[config.mk]
export PLATFORM = sky130hd
export DESIGN_NAME = multi_channel_task_watchdog_flat
export DESIGN_NICKNAME = d
export VERILOG_FILES = /design/src/design/mcw_pkg.sv /design/src/design/mcw_if.sv /design/src/design/multi_channel_task_watchdog.sv /design/src/design/mcw_dp.sv /design/src/design/mcw_ctrl.sv /design/src/flat_wrapper.sv
export SDC_FILE = /design/constraint.sdc
export NUM_CORES = 2
export LEC_CHECK = 0
export ABC_AREA = 1
export BUFFER_PORTS_ARGS = -buffer_cell sky130_fd_sc_hd__buf_4
export CORE_UTILIZATION = 55
export CTS_CLUSTER_DIAMETER = 120
export DETAILED_ROUTE_END_ITERATION = 10
export PLACE_DENSITY = 0.71
export SLEW_MARGIN = 20
export SYNTH_ARGS = -nofsm -noshare
export SYNTH_HDL_FRONTEND = slang
export SYNTH_HIERARCHICAL = 1
export SYNTH_SLANG_ARGS = --single-unit
[constraint.sdc]
create_clock -name clk -period 5 [get_ports clk]
set_clock_uncertainty 0.1 [all_clocks]
set_input_delay 1 -clock clk [delete_from_list [all_inputs] [get_ports clk]]
set_output_delay 1 -clock clk [all_outputs]
set_load 0.1 [all_outputs]
[src/design/mcw_pkg.sv]
// Shared types, constants and control structs for the multi-channel task watchdog.
package mcw_pkg;

  localparam int NUM_SLOTS  = 16;
  localparam int TICK_W     = 32;
  localparam int CFG_W      = 32;
  localparam int SLOT_W     = 4;
  localparam int SLOT_IDX_W = (NUM_SLOTS > 1) ? $clog2(NUM_SLOTS) : 1;
  localparam int PADDR_W    = 3;

  localparam logic [CFG_W-1:0] SCAN_INTERVAL_RST = CFG_W'(1000);

  // Register index as seen in paddr[2]
  localparam logic REG_SCAN_INTERVAL = 1'b0;

  typedef enum logic [1:0] {
    OP_TICK       = 2'd0,
    OP_REGISTER   = 2'd1,
    OP_UNREGISTER = 2'd2,
    OP_KICK       = 2'd3
  } mcw_op_t;

  // Commands from controller to datapath
  typedef struct packed {
    logic accept;      // take the request word into the datapath
    logic scan_start;  // stamp scan time, clear overdue mask, rewind index
    logic scan_rd;     // read slot tables at the scan index and advance
    logic pop;         // drop the lowest overdue slot
  } mcw_cmd_t;

  // Status from datapath to controller
  typedef struct packed {
    logic scan_due;    // time since last scan has reached the check period
    logic scan_last;   // scan index sits on the final slot
    logic mask_any;    // at least one overdue slot still to report
    logic mask_single; // exactly one overdue slot left
  } mcw_sts_t;

endpackage

[src/design/mcw_if.sv]
// Valid/ready channel interfaces for request and response words.
interface mcw_req_if import mcw_pkg::*; ();
  logic              valid;
  logic              ready;
  logic [1:0]        operation;
  logic [SLOT_W-1:0] slot;
  logic [31:0]       delay_limit;

  modport source (output valid, operation, slot, delay_limit, input ready);
  modport sink   (input valid, operation, slot, delay_limit, output ready);
endinterface

interface mcw_rsp_if import mcw_pkg::*; ();
  logic              valid;
  logic              ready;
  logic [SLOT_W-1:0] expired_slot;
  logic              last;

  modport source (output valid, expired_slot, last, input ready);
  modport sink   (input valid, expired_slot, last, output ready);
endinterface

[src/design/multi_channel_task_watchdog.sv]
// Top level of the multi-channel task watchdog: controller, datapath and APB register port.
//
// One request word is handled at a time. Register, unregister and kick words
// are taken in the idle state; a tick passes through a check state, which
// returns to idle when no scan is due. A due scan runs through the scan,
// flush and emit states, and the response side may stall the reporting:
// the scan visits one slot per cycle through the single read port of the
// slot tables, and overdue slots are then reported lowest index first, the
// final one marked by last. The user must write the scan interval over APB
// at byte address 0 only while the block is idle; the block does not enforce it.
module multi_channel_task_watchdog import mcw_pkg::*; (
  input  logic                clk,
  input  logic                rst,
  mcw_req_if.sink             req,
  mcw_rsp_if.source           rsp,
  input  logic                psel,
  input  logic                penable,
  input  logic                pwrite,
  input  logic [PADDR_W-1:0]  paddr,
  input  logic [CFG_W-1:0]    pwdata,
  output logic [CFG_W-1:0]    prdata,
  output logic                pready
);

  mcw_cmd_t cmd;
  mcw_sts_t sts;
  logic     cfg_wr;

  // Register write on the APB access phase
  assign pready = 1'b1;
  assign cfg_wr = psel && penable && pwrite && pready;

  mcw_ctrl u_ctrl (
    .clk       (clk),
    .rst       (rst),
    .req_valid (req.valid),
    .req_op    (req.operation),
    .req_ready (req.ready),
    .rsp_valid (rsp.valid),
    .rsp_ready (rsp.ready),
    .sts       (sts),
    .cmd       (cmd)
  );

  mcw_dp u_dp (
    .clk          (clk),
    .rst          (rst),
    .cmd          (cmd),
    .sts          (sts),
    .operation    (req.operation),
    .slot         (req.slot),
    .delay_limit  (req.delay_limit),
    .cfg_wr       (cfg_wr),
    .cfg_sel      (paddr[2]),
    .cfg_wdata    (pwdata),
    .cfg_rdata    (prdata),
    .expired_slot (rsp.expired_slot),
    .last         (rsp.last)
  );

endmodule

[src/design/mcw_dp.sv]
// Watchdog datapath: time base, slot tables, scan compare and overdue mask.
module mcw_dp import mcw_pkg::*; (
  input  logic               clk,
  input  logic               rst,
  input  mcw_cmd_t           cmd,
  output mcw_sts_t           sts,
  input  logic [1:0]         operation,
  input  logic [SLOT_W-1:0]  slot,
  input  logic [31:0]        delay_limit,
  input  logic               cfg_wr,
  input  logic               cfg_sel,
  input  logic [CFG_W-1:0]   cfg_wdata,
  output logic [CFG_W-1:0]   cfg_rdata,
  output logic [SLOT_W-1:0]  expired_slot,
  output logic               last
);

  logic [CFG_W-1:0]      scan_interval;
  logic [TICK_W-1:0]     time_now;
  logic [TICK_W-1:0]     last_scan_time;
  logic [NUM_SLOTS-1:0]  armed;
  logic [TICK_W-1:0]     kick_mem  [NUM_SLOTS];
  logic [TICK_W-1:0]     delay_mem [NUM_SLOTS];
  logic [TICK_W-1:0]     kick_q;
  logic [TICK_W-1:0]     delay_q;
  logic [SLOT_IDX_W-1:0] scan_idx;
  logic [SLOT_IDX_W-1:0] rd_idx;
  logic                  rd_vld;
  logic [NUM_SLOTS-1:0]  mask;
  logic [NUM_SLOTS-1:0]  low_bit;
  logic [SLOT_IDX_W-1:0] low_idx;
  logic [SLOT_IDX_W-1:0] wr_idx;
  logic                  slot_ok;
  logic                  is_tick;
  logic                  is_reg;
  logic                  is_unreg;
  logic                  is_kick;
  logic [TICK_W-1:0]     since_scan;
  logic [TICK_W-1:0]     elapsed;
  logic                  overdue;

  // Decode the request word
  assign slot_ok  = {1'b0, slot} < (SLOT_W + 1)'(NUM_SLOTS);
  assign wr_idx   = slot[SLOT_IDX_W-1:0];
  assign is_tick  = operation == OP_TICK;
  assign is_reg   = operation == OP_REGISTER;
  assign is_unreg = operation == OP_UNREGISTER;
  assign is_kick  = operation == OP_KICK;

  // Configuration register
  always_ff @(posedge clk) begin
    if (rst) begin
      scan_interval <= SCAN_INTERVAL_RST;
    end else if (cfg_wr && cfg_sel == REG_SCAN_INTERVAL) begin
      scan_interval <= cfg_wdata;
    end
  end

  assign cfg_rdata = (cfg_sel == REG_SCAN_INTERVAL) ? scan_interval : '0;

  // Advance the time base and stamp scans
  always_ff @(posedge clk) begin
    if (rst) begin
      time_now       <= '0;
      last_scan_time <= '0;
    end else begin
      if (cmd.accept && is_tick) begin
        time_now <= time_now + TICK_W'(1);
      end
      if (cmd.scan_start) begin
        last_scan_time <= time_now;
      end
    end
  end

  assign since_scan   = time_now - last_scan_time;
  assign sts.scan_due = since_scan >= scan_interval;

  // Arm and disarm slots
  always_ff @(posedge clk) begin
    if (rst) begin
      armed <= '0;
    end else if (cmd.accept && slot_ok) begin
      if (is_reg) begin
        armed[wr_idx] <= 1'b1;
      end else if (is_unreg) begin
        armed[wr_idx] <= 1'b0;
      end
    end
  end

  // Slot tables: one write port, one registered read port for the scan
  always_ff @(posedge clk) begin
    if (cmd.accept && slot_ok && (is_reg || is_kick)) begin
      kick_mem[wr_idx] <= time_now;
    end
    if (cmd.accept && slot_ok && is_reg) begin
      delay_mem[wr_idx] <= delay_limit;
    end
    if (cmd.scan_rd) begin
      kick_q  <= kick_mem[scan_idx];
      delay_q <= delay_mem[scan_idx];
      rd_idx  <= scan_idx;
    end
  end

  // Step the scan index and track the read in flight
  always_ff @(posedge clk) begin
    if (rst) begin
      scan_idx <= '0;
      rd_vld   <= 1'b0;
    end else begin
      rd_vld <= cmd.scan_rd;
      if (cmd.scan_start) begin
        scan_idx <= '0;
      end else if (cmd.scan_rd) begin
        scan_idx <= scan_idx + SLOT_IDX_W'(1);
      end
    end
  end

  assign sts.scan_last = scan_idx == SLOT_IDX_W'(NUM_SLOTS - 1);

  // Compare elapsed time against the permitted delay
  assign elapsed = time_now - kick_q;
  assign overdue = armed[rd_idx] && (elapsed >= delay_q);

  // Collect overdue slots, then drop them lowest first as they are reported
  always_ff @(posedge clk) begin
    if (rst) begin
      mask <= '0;
    end else if (cmd.scan_start) begin
      mask <= '0;
    end else if (rd_vld) begin
      mask[rd_idx] <= overdue;
    end else if (cmd.pop) begin
      mask <= mask & ~low_bit;
    end
  end

  // Find the lowest pending slot
  always_comb begin
    low_idx = '0;
    for (int i = NUM_SLOTS - 1; i >= 0; i--) begin
      if (mask[i]) begin
        low_idx = SLOT_IDX_W'(i);
      end
    end
  end

  assign low_bit         = mask & (~mask + NUM_SLOTS'(1));
  assign sts.mask_any    = |mask;
  assign sts.mask_single = sts.mask_any && ((mask & (mask - NUM_SLOTS'(1))) == '0);
  assign expired_slot    = SLOT_W'(low_idx);
  assign last            = sts.mask_single;

  // A table read result follows exactly one read command
  a_rd_follows_cmd: assert property (@(posedge clk) disable iff (rst)
    rd_vld |-> $past(cmd.scan_rd))
    else $error("scan compare without a table read");

  // A pop always removes exactly one pending slot
  a_pop_one: assert property (@(posedge clk) disable iff (rst)
    cmd.pop && !cmd.scan_start && !rd_vld |=> $countones(mask) == $countones($past(mask)) - 1)
    else $error("pop did not remove one overdue slot");

  // Scan restarts only from a cleared index after stamping
  a_scan_rewind: assert property (@(posedge clk) disable iff (rst)
    cmd.scan_start |=> scan_idx == '0 && mask == '0)
    else $error("scan did not rewind");

endmodule

[src/design/mcw_ctrl.sv]
// Watchdog controller: sequences request handling, scans and result reporting.
module mcw_ctrl import mcw_pkg::*; (
  input  logic       clk,
  input  logic       rst,
  input  logic       req_valid,
  input  logic [1:0] req_op,
  output logic       req_ready,
  output logic       rsp_valid,
  input  logic       rsp_ready,
  input  mcw_sts_t   sts,
  output mcw_cmd_t   cmd
);

  typedef enum logic [4:0] {
    ST_IDLE  = 5'b00001,
    ST_CHECK = 5'b00010,
    ST_SCAN  = 5'b00100,
    ST_FLUSH = 5'b01000,
    ST_EMIT  = 5'b10000
  } mcw_state_t;

  mcw_state_t state;
  mcw_state_t state_next;

  // Hold state
  always_ff @(posedge clk) begin
    if (rst) begin
      state <= ST_IDLE;
    end else begin
      state <= state_next;
    end
  end

  // Next state and commands
  always_comb begin
    state_next = state;
    cmd        = '0;
    req_ready  = 1'b0;
    rsp_valid  = 1'b0;
    unique case (state)
      ST_IDLE: begin
        req_ready = 1'b1;
        if (req_valid) begin
          cmd.accept = 1'b1;
          if (req_op == OP_TICK) begin
            state_next = ST_CHECK;
          end
        end
      end
      ST_CHECK: begin
        if (sts.scan_due) begin
          cmd.scan_start = 1'b1;
          state_next     = ST_SCAN;
        end else begin
          state_next = ST_IDLE;
        end
      end
      ST_SCAN: begin
        cmd.scan_rd = 1'b1;
        if (sts.scan_last) begin
          state_next = ST_FLUSH;
        end
      end
      ST_FLUSH: begin
        state_next = ST_EMIT;
      end
      ST_EMIT: begin
        if (!sts.mask_any) begin
          state_next = ST_IDLE;
        end else begin
          rsp_valid = 1'b1;
          if (rsp_ready) begin
            cmd.pop = 1'b1;
            if (sts.mask_single) begin
              state_next = ST_IDLE;
            end
          end
        end
      end
      default: begin
        state_next = ST_IDLE;
      end
    endcase
  end

  // Results only go out once the scan has fully settled
  a_emit_after_flush: assert property (@(posedge clk) disable iff (rst)
    state == ST_EMIT && $past(state) != ST_EMIT |-> $past(state) == ST_FLUSH)
    else $error("reporting entered without a completed scan");

  // A marked final result closes the run
  a_last_ends: assert property (@(posedge clk) disable iff (rst)
    rsp_valid && rsp_ready && sts.mask_single |=> state == ST_IDLE)
    else $error("run continued after the final result");

  // No new request is taken while a scan or report is under way
  a_no_take_busy: assert property (@(posedge clk) disable iff (rst)
    req_ready |-> !rsp_valid && !cmd.scan_rd)
    else $error("request taken while busy");

endmodule
[src/flat_wrapper.sv]
// flat-port wrapper written by rule: the top's interface ports become plain ports
module multi_channel_task_watchdog_flat import mcw_pkg::*;
  (clk, rst, psel, penable, pwrite, paddr, pwdata, prdata, pready, req_valid, req_operation, req_slot, req_delay_limit, req_ready, rsp_valid, rsp_expired_slot, rsp_last, rsp_ready);
  mcw_req_if req_i ();
  mcw_rsp_if rsp_i ();
  input  logic clk;
  input  logic rst;
  input  logic psel;
  input  logic penable;
  input  logic pwrite;
  input  logic [PADDR_W-1:0] paddr;
  input  logic [CFG_W-1:0] pwdata;
  output logic [CFG_W-1:0] prdata;
  output logic pready;
  input wire logic [$bits(req_i.valid)-1:0] req_valid;
  input wire logic [$bits(req_i.operation)-1:0] req_operation;
  input wire logic [$bits(req_i.slot)-1:0] req_slot;
  input wire logic [$bits(req_i.delay_limit)-1:0] req_delay_limit;
  output wire logic [$bits(req_i.ready)-1:0] req_ready;
  output wire logic [$bits(rsp_i.valid)-1:0] rsp_valid;
  output wire logic [$bits(rsp_i.expired_slot)-1:0] rsp_expired_slot;
  output wire logic [$bits(rsp_i.last)-1:0] rsp_last;
  input wire logic [$bits(rsp_i.ready)-1:0] rsp_ready;
  assign req_i.valid = req_valid;
  assign req_i.operation = req_operation;
  assign req_i.slot = req_slot;
  assign req_i.delay_limit = req_delay_limit;
  assign req_ready = req_i.ready;
  assign rsp_valid = rsp_i.valid;
  assign rsp_expired_slot = rsp_i.expired_slot;
  assign rsp_last = rsp_i.last;
  assign rsp_i.ready = rsp_ready;
  multi_channel_task_watchdog u_core (.clk(clk), .rst(rst), .req(req_i), .rsp(rsp_i), .psel(psel), .penable(penable), .pwrite(pwrite), .paddr(paddr), .pwdata(pwdata), .prdata(prdata), .pready(pready));
endmodule
== After elaboration in Yosys (flattened, before gate mapping) ==
Memory sizes are Yosys's and may differ from the RTL's. A register that Yosys moved wholly into a read port is not among the register bits.
Cells that the tools add are included.

* Register bits: 142
* Memory bits (writable): 1024
* Bits of input ports: 80
* Output and inout port bits: 40
* Word-level logic and storage cells: 116
* Memories kept: 2

{| class="wikitable"
|+ Memory list
! name !! depth !! width !! rd ports !! clocked after Yosys merged registers in !! wr ports !! RTL line !! RTL
|-
| u_core.u_dp.delay_mem || 16 || 32 || 1 || 1 || 1 || mcw_dp.sv:23 || <nowiki>logic [TICK_W-1:0] delay_mem [NUM_SLOTS];</nowiki>
|-
| u_core.u_dp.kick_mem || 16 || 32 || 1 || 1 || 1 || mcw_dp.sv:22 || <nowiki>logic [TICK_W-1:0] kick_mem [NUM_SLOTS];</nowiki>
|}

* $add $sub $neg: 6
* Order comparisons: 6
* Eq/ne operators: 14
* Multiplexer cells: 51
* Bitwise operators: 9
* Reductions and logical operators: 19

{| class="wikitable"
|+ Operators by type and width
! operator !! number
|-
| $and 16x16->16 || 4
|-
| $ge 32x32->1 || 2
|-
| $mux 16 || 4
|-
| $mux 4 || 16
|-
| $sub 32x32->32 || 2
|-
| $not 16->16 || 3
|-
| $add 32x1->32 const B || 1
|-
| $mux 32 || 1
|-
| $mux 5 || 6
|-
| $pmux 5 s5 || 1
|-
| $mux 1 || 18
|-
| $add 16x1->16 const B || 1
|-
| $bwmux 16 || 1
|-
| $logic_not 16->1 || 1
|-
| $or 16x16->16 || 1
|-
| $reduce_or 16->1 || 1
|-
| $sub 16x1->16 const B || 1
|-
| $logic_and 1x1->1 || 10
|-
| $lt 4x5->1 const B || 2
|-
| $demux 1 s4 || 2
|-
| $ge 4x1->1 const B || 2
|-
| $ne 3x3->1 const B || 2
|-
| $eq 5x1->1 const B || 1
|-
| $eq 5x2->1 const B || 1
|-
| other kinds (18) || 21
|}

== Longest topological paths before layout ==
* Depth in word-level cells: 16
* Mapped depth: 28
* Depth with buffers taken out: 26

== By module ==
Netlist, hierarchy kept.

{| class="wikitable"
|+ By module, submodules not included
! module !! instances !! cells each !! area each (sq um) !! seq. area each (sq um)
|-
| mcw_dp || 1 || 4660 || 52818.2 || 35454.0
|-
| mcw_ctrl || 1 || 58 || 354.1 || 100.1
|-
| multi_channel_task_watchdog || 1 || 5 || 25.0 || 0.0
|}

== Least setup slack after synthesis ==
No wires, ideal clock.

* Path type: reg-to-reg
* Start point: register u_core.u_dp.time_now[0]
* End point: register u_core.u_dp.last_scan_time[14]
* Library setup time: 0.133 ns
* Arrival time: 3.720 ns
* Required time: 4.767 ns
* Path slack: 1.047 ns
* Stages on the path, launching flop included: 26
* Buffers on the path: 3
* Clock period less this slack: 3.953 ns
* Path through: dfxtp_1 inv_1 ha_1 inv_1 fa_1 nand3_1 nand2_1 a21oi_1 o21ai_2 nand3_1 nand2_1 xor2_1 ha_1 nand2_1 inv_1 nand3_1 nor3_1 and3_1 nand4_1 nand3_1 nand3_1 inv_1 buf_4 clkbuf_1 clkbuf_1 a21oi_1

{| class="wikitable"
|+ RTL lines
! element !! RTL line !! RTL
|-
| start, declared || mcw_dp.sv:19 || <nowiki>logic [TICK_W-1:0] time_now;</nowiki>
|-
| start signal, assigned || mcw_dp.sv:68 || <nowiki>time_now <= time_now + TICK_W'(1);</nowiki>
|-
| end signal, assigned || mcw_dp.sv:71 || <nowiki>last_scan_time <= time_now;</nowiki>
|-
| end, declared || mcw_dp.sv:20 || <nowiki>logic [TICK_W-1:0] last_scan_time;</nowiki>
|}

==> impl_metrics.tcl <==
set metrics [dict create \
    min_period_ps 4526 \
    irDropWorstVdd_v 0.0009743 \
    routed.top_layer "met4" \
    multiInputGateArea_um2 15680 \
    ys.flop_type "edfxtp_1" \
    power_leakage_nw 22.01 \
    cts_max_path_buffers 3 \
    synth_xor_area_frac 0.01054 \
    grt_max_degree 217 \
    grt_antenna_before_repair 2 \
    maxCapViolCount 0 \
    endpoint_kind "flop" \
    critPathRequiredTime_ps 5490 \
    routed-wl-met2_um 63930 \
    whs_ps 362.4 \
    finalSetupViolCount 0 \
    fillers 7342 \
    rows 113 \
    wirelength_um 137400 \
    die_height_um 313 \
    antenna_left 0 \
    worst-slew-pin-transition_ps 1101 \
    grt_use_total 0.2772 \
    post-dp-hpwl_um 80110 \
    htreeDepth 3 \
    cts_tree "built" \
    vias 37230 \
    rsz0062_at_grt "no" \
    async_flop_share 0 \
    yosysWarnings 6 \
    avgViaCountPerCell 6.010 \
    drive_gt1_frac 0.1014 \
    synth_area_um2 53200 \
    io_pins 120 \
    nNetsFinal 5044 \
    finalPower_mw 29.11 \
    cpMostUsedCell "nand3_1" \
    synthCells 4723 \
    synth_top_family_by_area "compound AO/OA/AOI/OAI gates" \
    synthMuxAreaShare 0 \
    period_share 0.9052 \
    syn2layout_area_growth_pct 12.60 \
    drt_iter0_markers 4267 \
    post_cts_buffers 0 \
    min-delay-path-class "reg2reg" \
    seq_area_frac_synth 0.6683 \
    clock_latency_ps 760 \
    slew_violations 0 \
    outcome "complete, no violations" \
    start_util 0.5574 \
    cpPeakStageDelay_ps 400 \
    drtPass1Iterations 6 \
    slew_headroom 0.2631 \
    regArea_um2 35570 \
    fmax_ghz 0.2210 \
    arrival_ps 5010 \
    tns_ps 0 \
    io_buffers 116 \
    drc 0 \
    cts_inserted_buffers 121 \
    final_core_util 0.6276 \
    worst_path_max_delay_cell "fa_1" \
    avgSynthCellArea_um2 11.26 \
    grt.overflow.total 0 \
    wl_per_cell_um 22.18 \
    synth_edf_count 1092 \
    grt_pass1_vias 34980 \
    route.met3.wl_um 12140 \
    grt_pass1_wl_um 206900 \
    design.core.area_um2 95440 \
    yosys.area_share.simple 0.1172 \
    ys_seq_elements 1230 \
    fp.dieArea_um2 97970 \
    synth-compound-area-share 0.1304 \
    synthAdderAreaFrac 0.03156 \
    clk_pin_slew_ps 60 \
    die_w_um 313 \
    syn-num-nets 4936 \
    met1_length_um 57740 \
    power_density_nw_per_um2 486.0 \
    crit_fanout 15 \
    final_hold_viol_count 0 \
    critical_path_class "reg2reg" \
    clock-sinks 1230 \
    synth_cell_types 52 \
    cts_root_buffer "clkbuf_16" \
    gp_congestion 0.9269 \
    startpoint_type "flop" \
]
[sequential cells by signal, indices dropped and copies added (netlist names), 16 cells and up, named ones only]
name and count:
u_core/u_dp/time_now 32, u_core/u_dp/scan_interval 32, u_core/u_dp/kick_q 32, u_core/u_dp/mask 16, u_core/u_dp/last_scan_time 32, u_core/u_dp/delay_mem 512
u_core/u_dp/kick_mem 512, u_core/u_dp/delay_q 32
[logic make-up after synthesis]
group                    count (synthesis)
XOR/XNOR                                64
flip-flops                            1230
AO/OA/AOI/OAI                         1217
AND/OR/NAND/NOR                       1511
other                                    1
adder cells (fa/ha/maj)                133
buffers and inverters                  567
[per-layer routing]
| layer | global-route usage | vias to the layer above |
|---|---|---|
| met2 | 0.4346 | 1679 |
| met1 | 0.4021 | 18120 |
| met3 | 0.03824 | 238 |
| li1 | - | 17200 |
| met5 | 0 | - |
| met4 | 0.09080 | 0 |
[power by group]
part | internal [mW] | switching, mW
clock | 5.21 | 3.90
sequential | 11.3 | 0.0815
combinational | 3.22 | 5.37
[cell type report]
type,instances,share of cell area
multi-input combinational,2926,0.2618
antenna,1,0.00004178
sequential,1230,0.5938
tap,1265,0.02642
clock buffer,149,0.05247
inverter,326,0.02081
clock inverter,72,0.01412
timing repair buffer,226,0.03062
[layout by cell type, fill, tap and decap left out, types with 5 or more instances in the layout]
cell	count
a21o_1	10
a21oi_1	209
a31oi_1	8
buf_12	11
buf_4	215
bufinv_16	14
clkbuf_1	27
clkbuf_16	121
clkinv_1	22
clkinv_2	27
dfxtp_1	135
edfxtp_1	1092
ha_1	131
inv_1	305
inv_2	14
nand2_1	450
nand2_2	7
nand3_1	181
nand3_2	5
nand4_1	24
nor2_1	739
nor2_2	6
nor2_4	43
nor3_1	31
nor3_2	6
nor4_1	12
o211ai_1	33
o21a_1	7
o21ai_0	620
o21ai_1	30
o21bai_1	11
o221ai_1	110
o22ai_1	157
xnor2_1	12
xor2_1	52
[synthesized netlist by cell type (all sizes together) (3+ instances only)]
library cell | number | share of area
o21a | 7 | 0.00099
inv | 323 | 0.023
o211ai | 33 | 0.0047
a21boi | 4 | 0.00056
buf | 60 | 0.0061
nand4 | 24 | 0.0028
dfxtp | 138 | 0.052
xnor2 | 12 | 0.0020
a31oi | 8 | 0.00094
o221ai | 110 | 0.018
a21oi | 212 | 0.020
o22ai | 157 | 0.018
a21o | 10 | 0.0014
ha | 131 | 0.031
o21bai | 13 | 0.0020
edfxtp | 1092 | 0.62
nand3 | 186 | 0.018
clkbuf | 181 | 0.013
nor3 | 37 | 0.0040
o21ai | 654 | 0.062
nor4 | 12 | 0.0014
nand2 | 458 | 0.033
clkinv | 3 | 0.00024
nor2 | 788 | 0.057
xor2 | 52 | 0.0086
[stage by stage]
| stage | area [um2] | std cells | setup WS (ps) |
|---|---|---|---|
| after floorplan | 53200 | 4723 | 1047 |
| after global placement | 55900 | 5973 | 448.8 |
| after detailed placement | 55900 | 5973 | 374.4 |
| after CTS | 59890 | 6194 | 361.2 |
| after global routing | 59900 | 6195 | 80.80 |
| final | 59900 | 6195 | 474.2 |
[timing repair]
item	4_1_cts	5_1_grt
resized for setup	0	3
setup endpoints to repair	0	9
hold buffers	0	0
[path summary, 6_finish.rpt]
| path | startpoint | to | slack [ps] | cells past startpoint |
|---|---|---|---|---|
| max | u_core/u_dp/time_now[0]$_SDFFE_PP0P_ | u_core/u_dp/last_scan_time[24]$_SDFFE_PP0P_ | 470 | 25 |
| min | u_core/u_dp/last_scan_time[30]$_SDFFE_PP0P_ | u_core/u_dp/last_scan_time[30]$_SDFFE_PP0P_ | 360 | 2 |
| max reg2reg | u_core/u_dp/time_now[0]$_SDFFE_PP0P_ | u_core/u_dp/last_scan_time[24]$_SDFFE_PP0P_ | 470 | 25 |
| min reg2reg | u_core/u_dp/last_scan_time[30]$_SDFFE_PP0P_ | u_core/u_dp/last_scan_time[30]$_SDFFE_PP0P_ | 360 | 2 |
[critical path: cells and delay by family, from the launching register on]
kind                       cells  cell delay (ps)
DFF                            1              310
buffers and inverters          5              670
adders and majority gates      3              830
and+or+nand+nor               14             2010
xor gates and xnor gates       1              170
AOI/OAI and AO/OA              2              290
No activity file was read; power rests on OpenSTA's default activity.
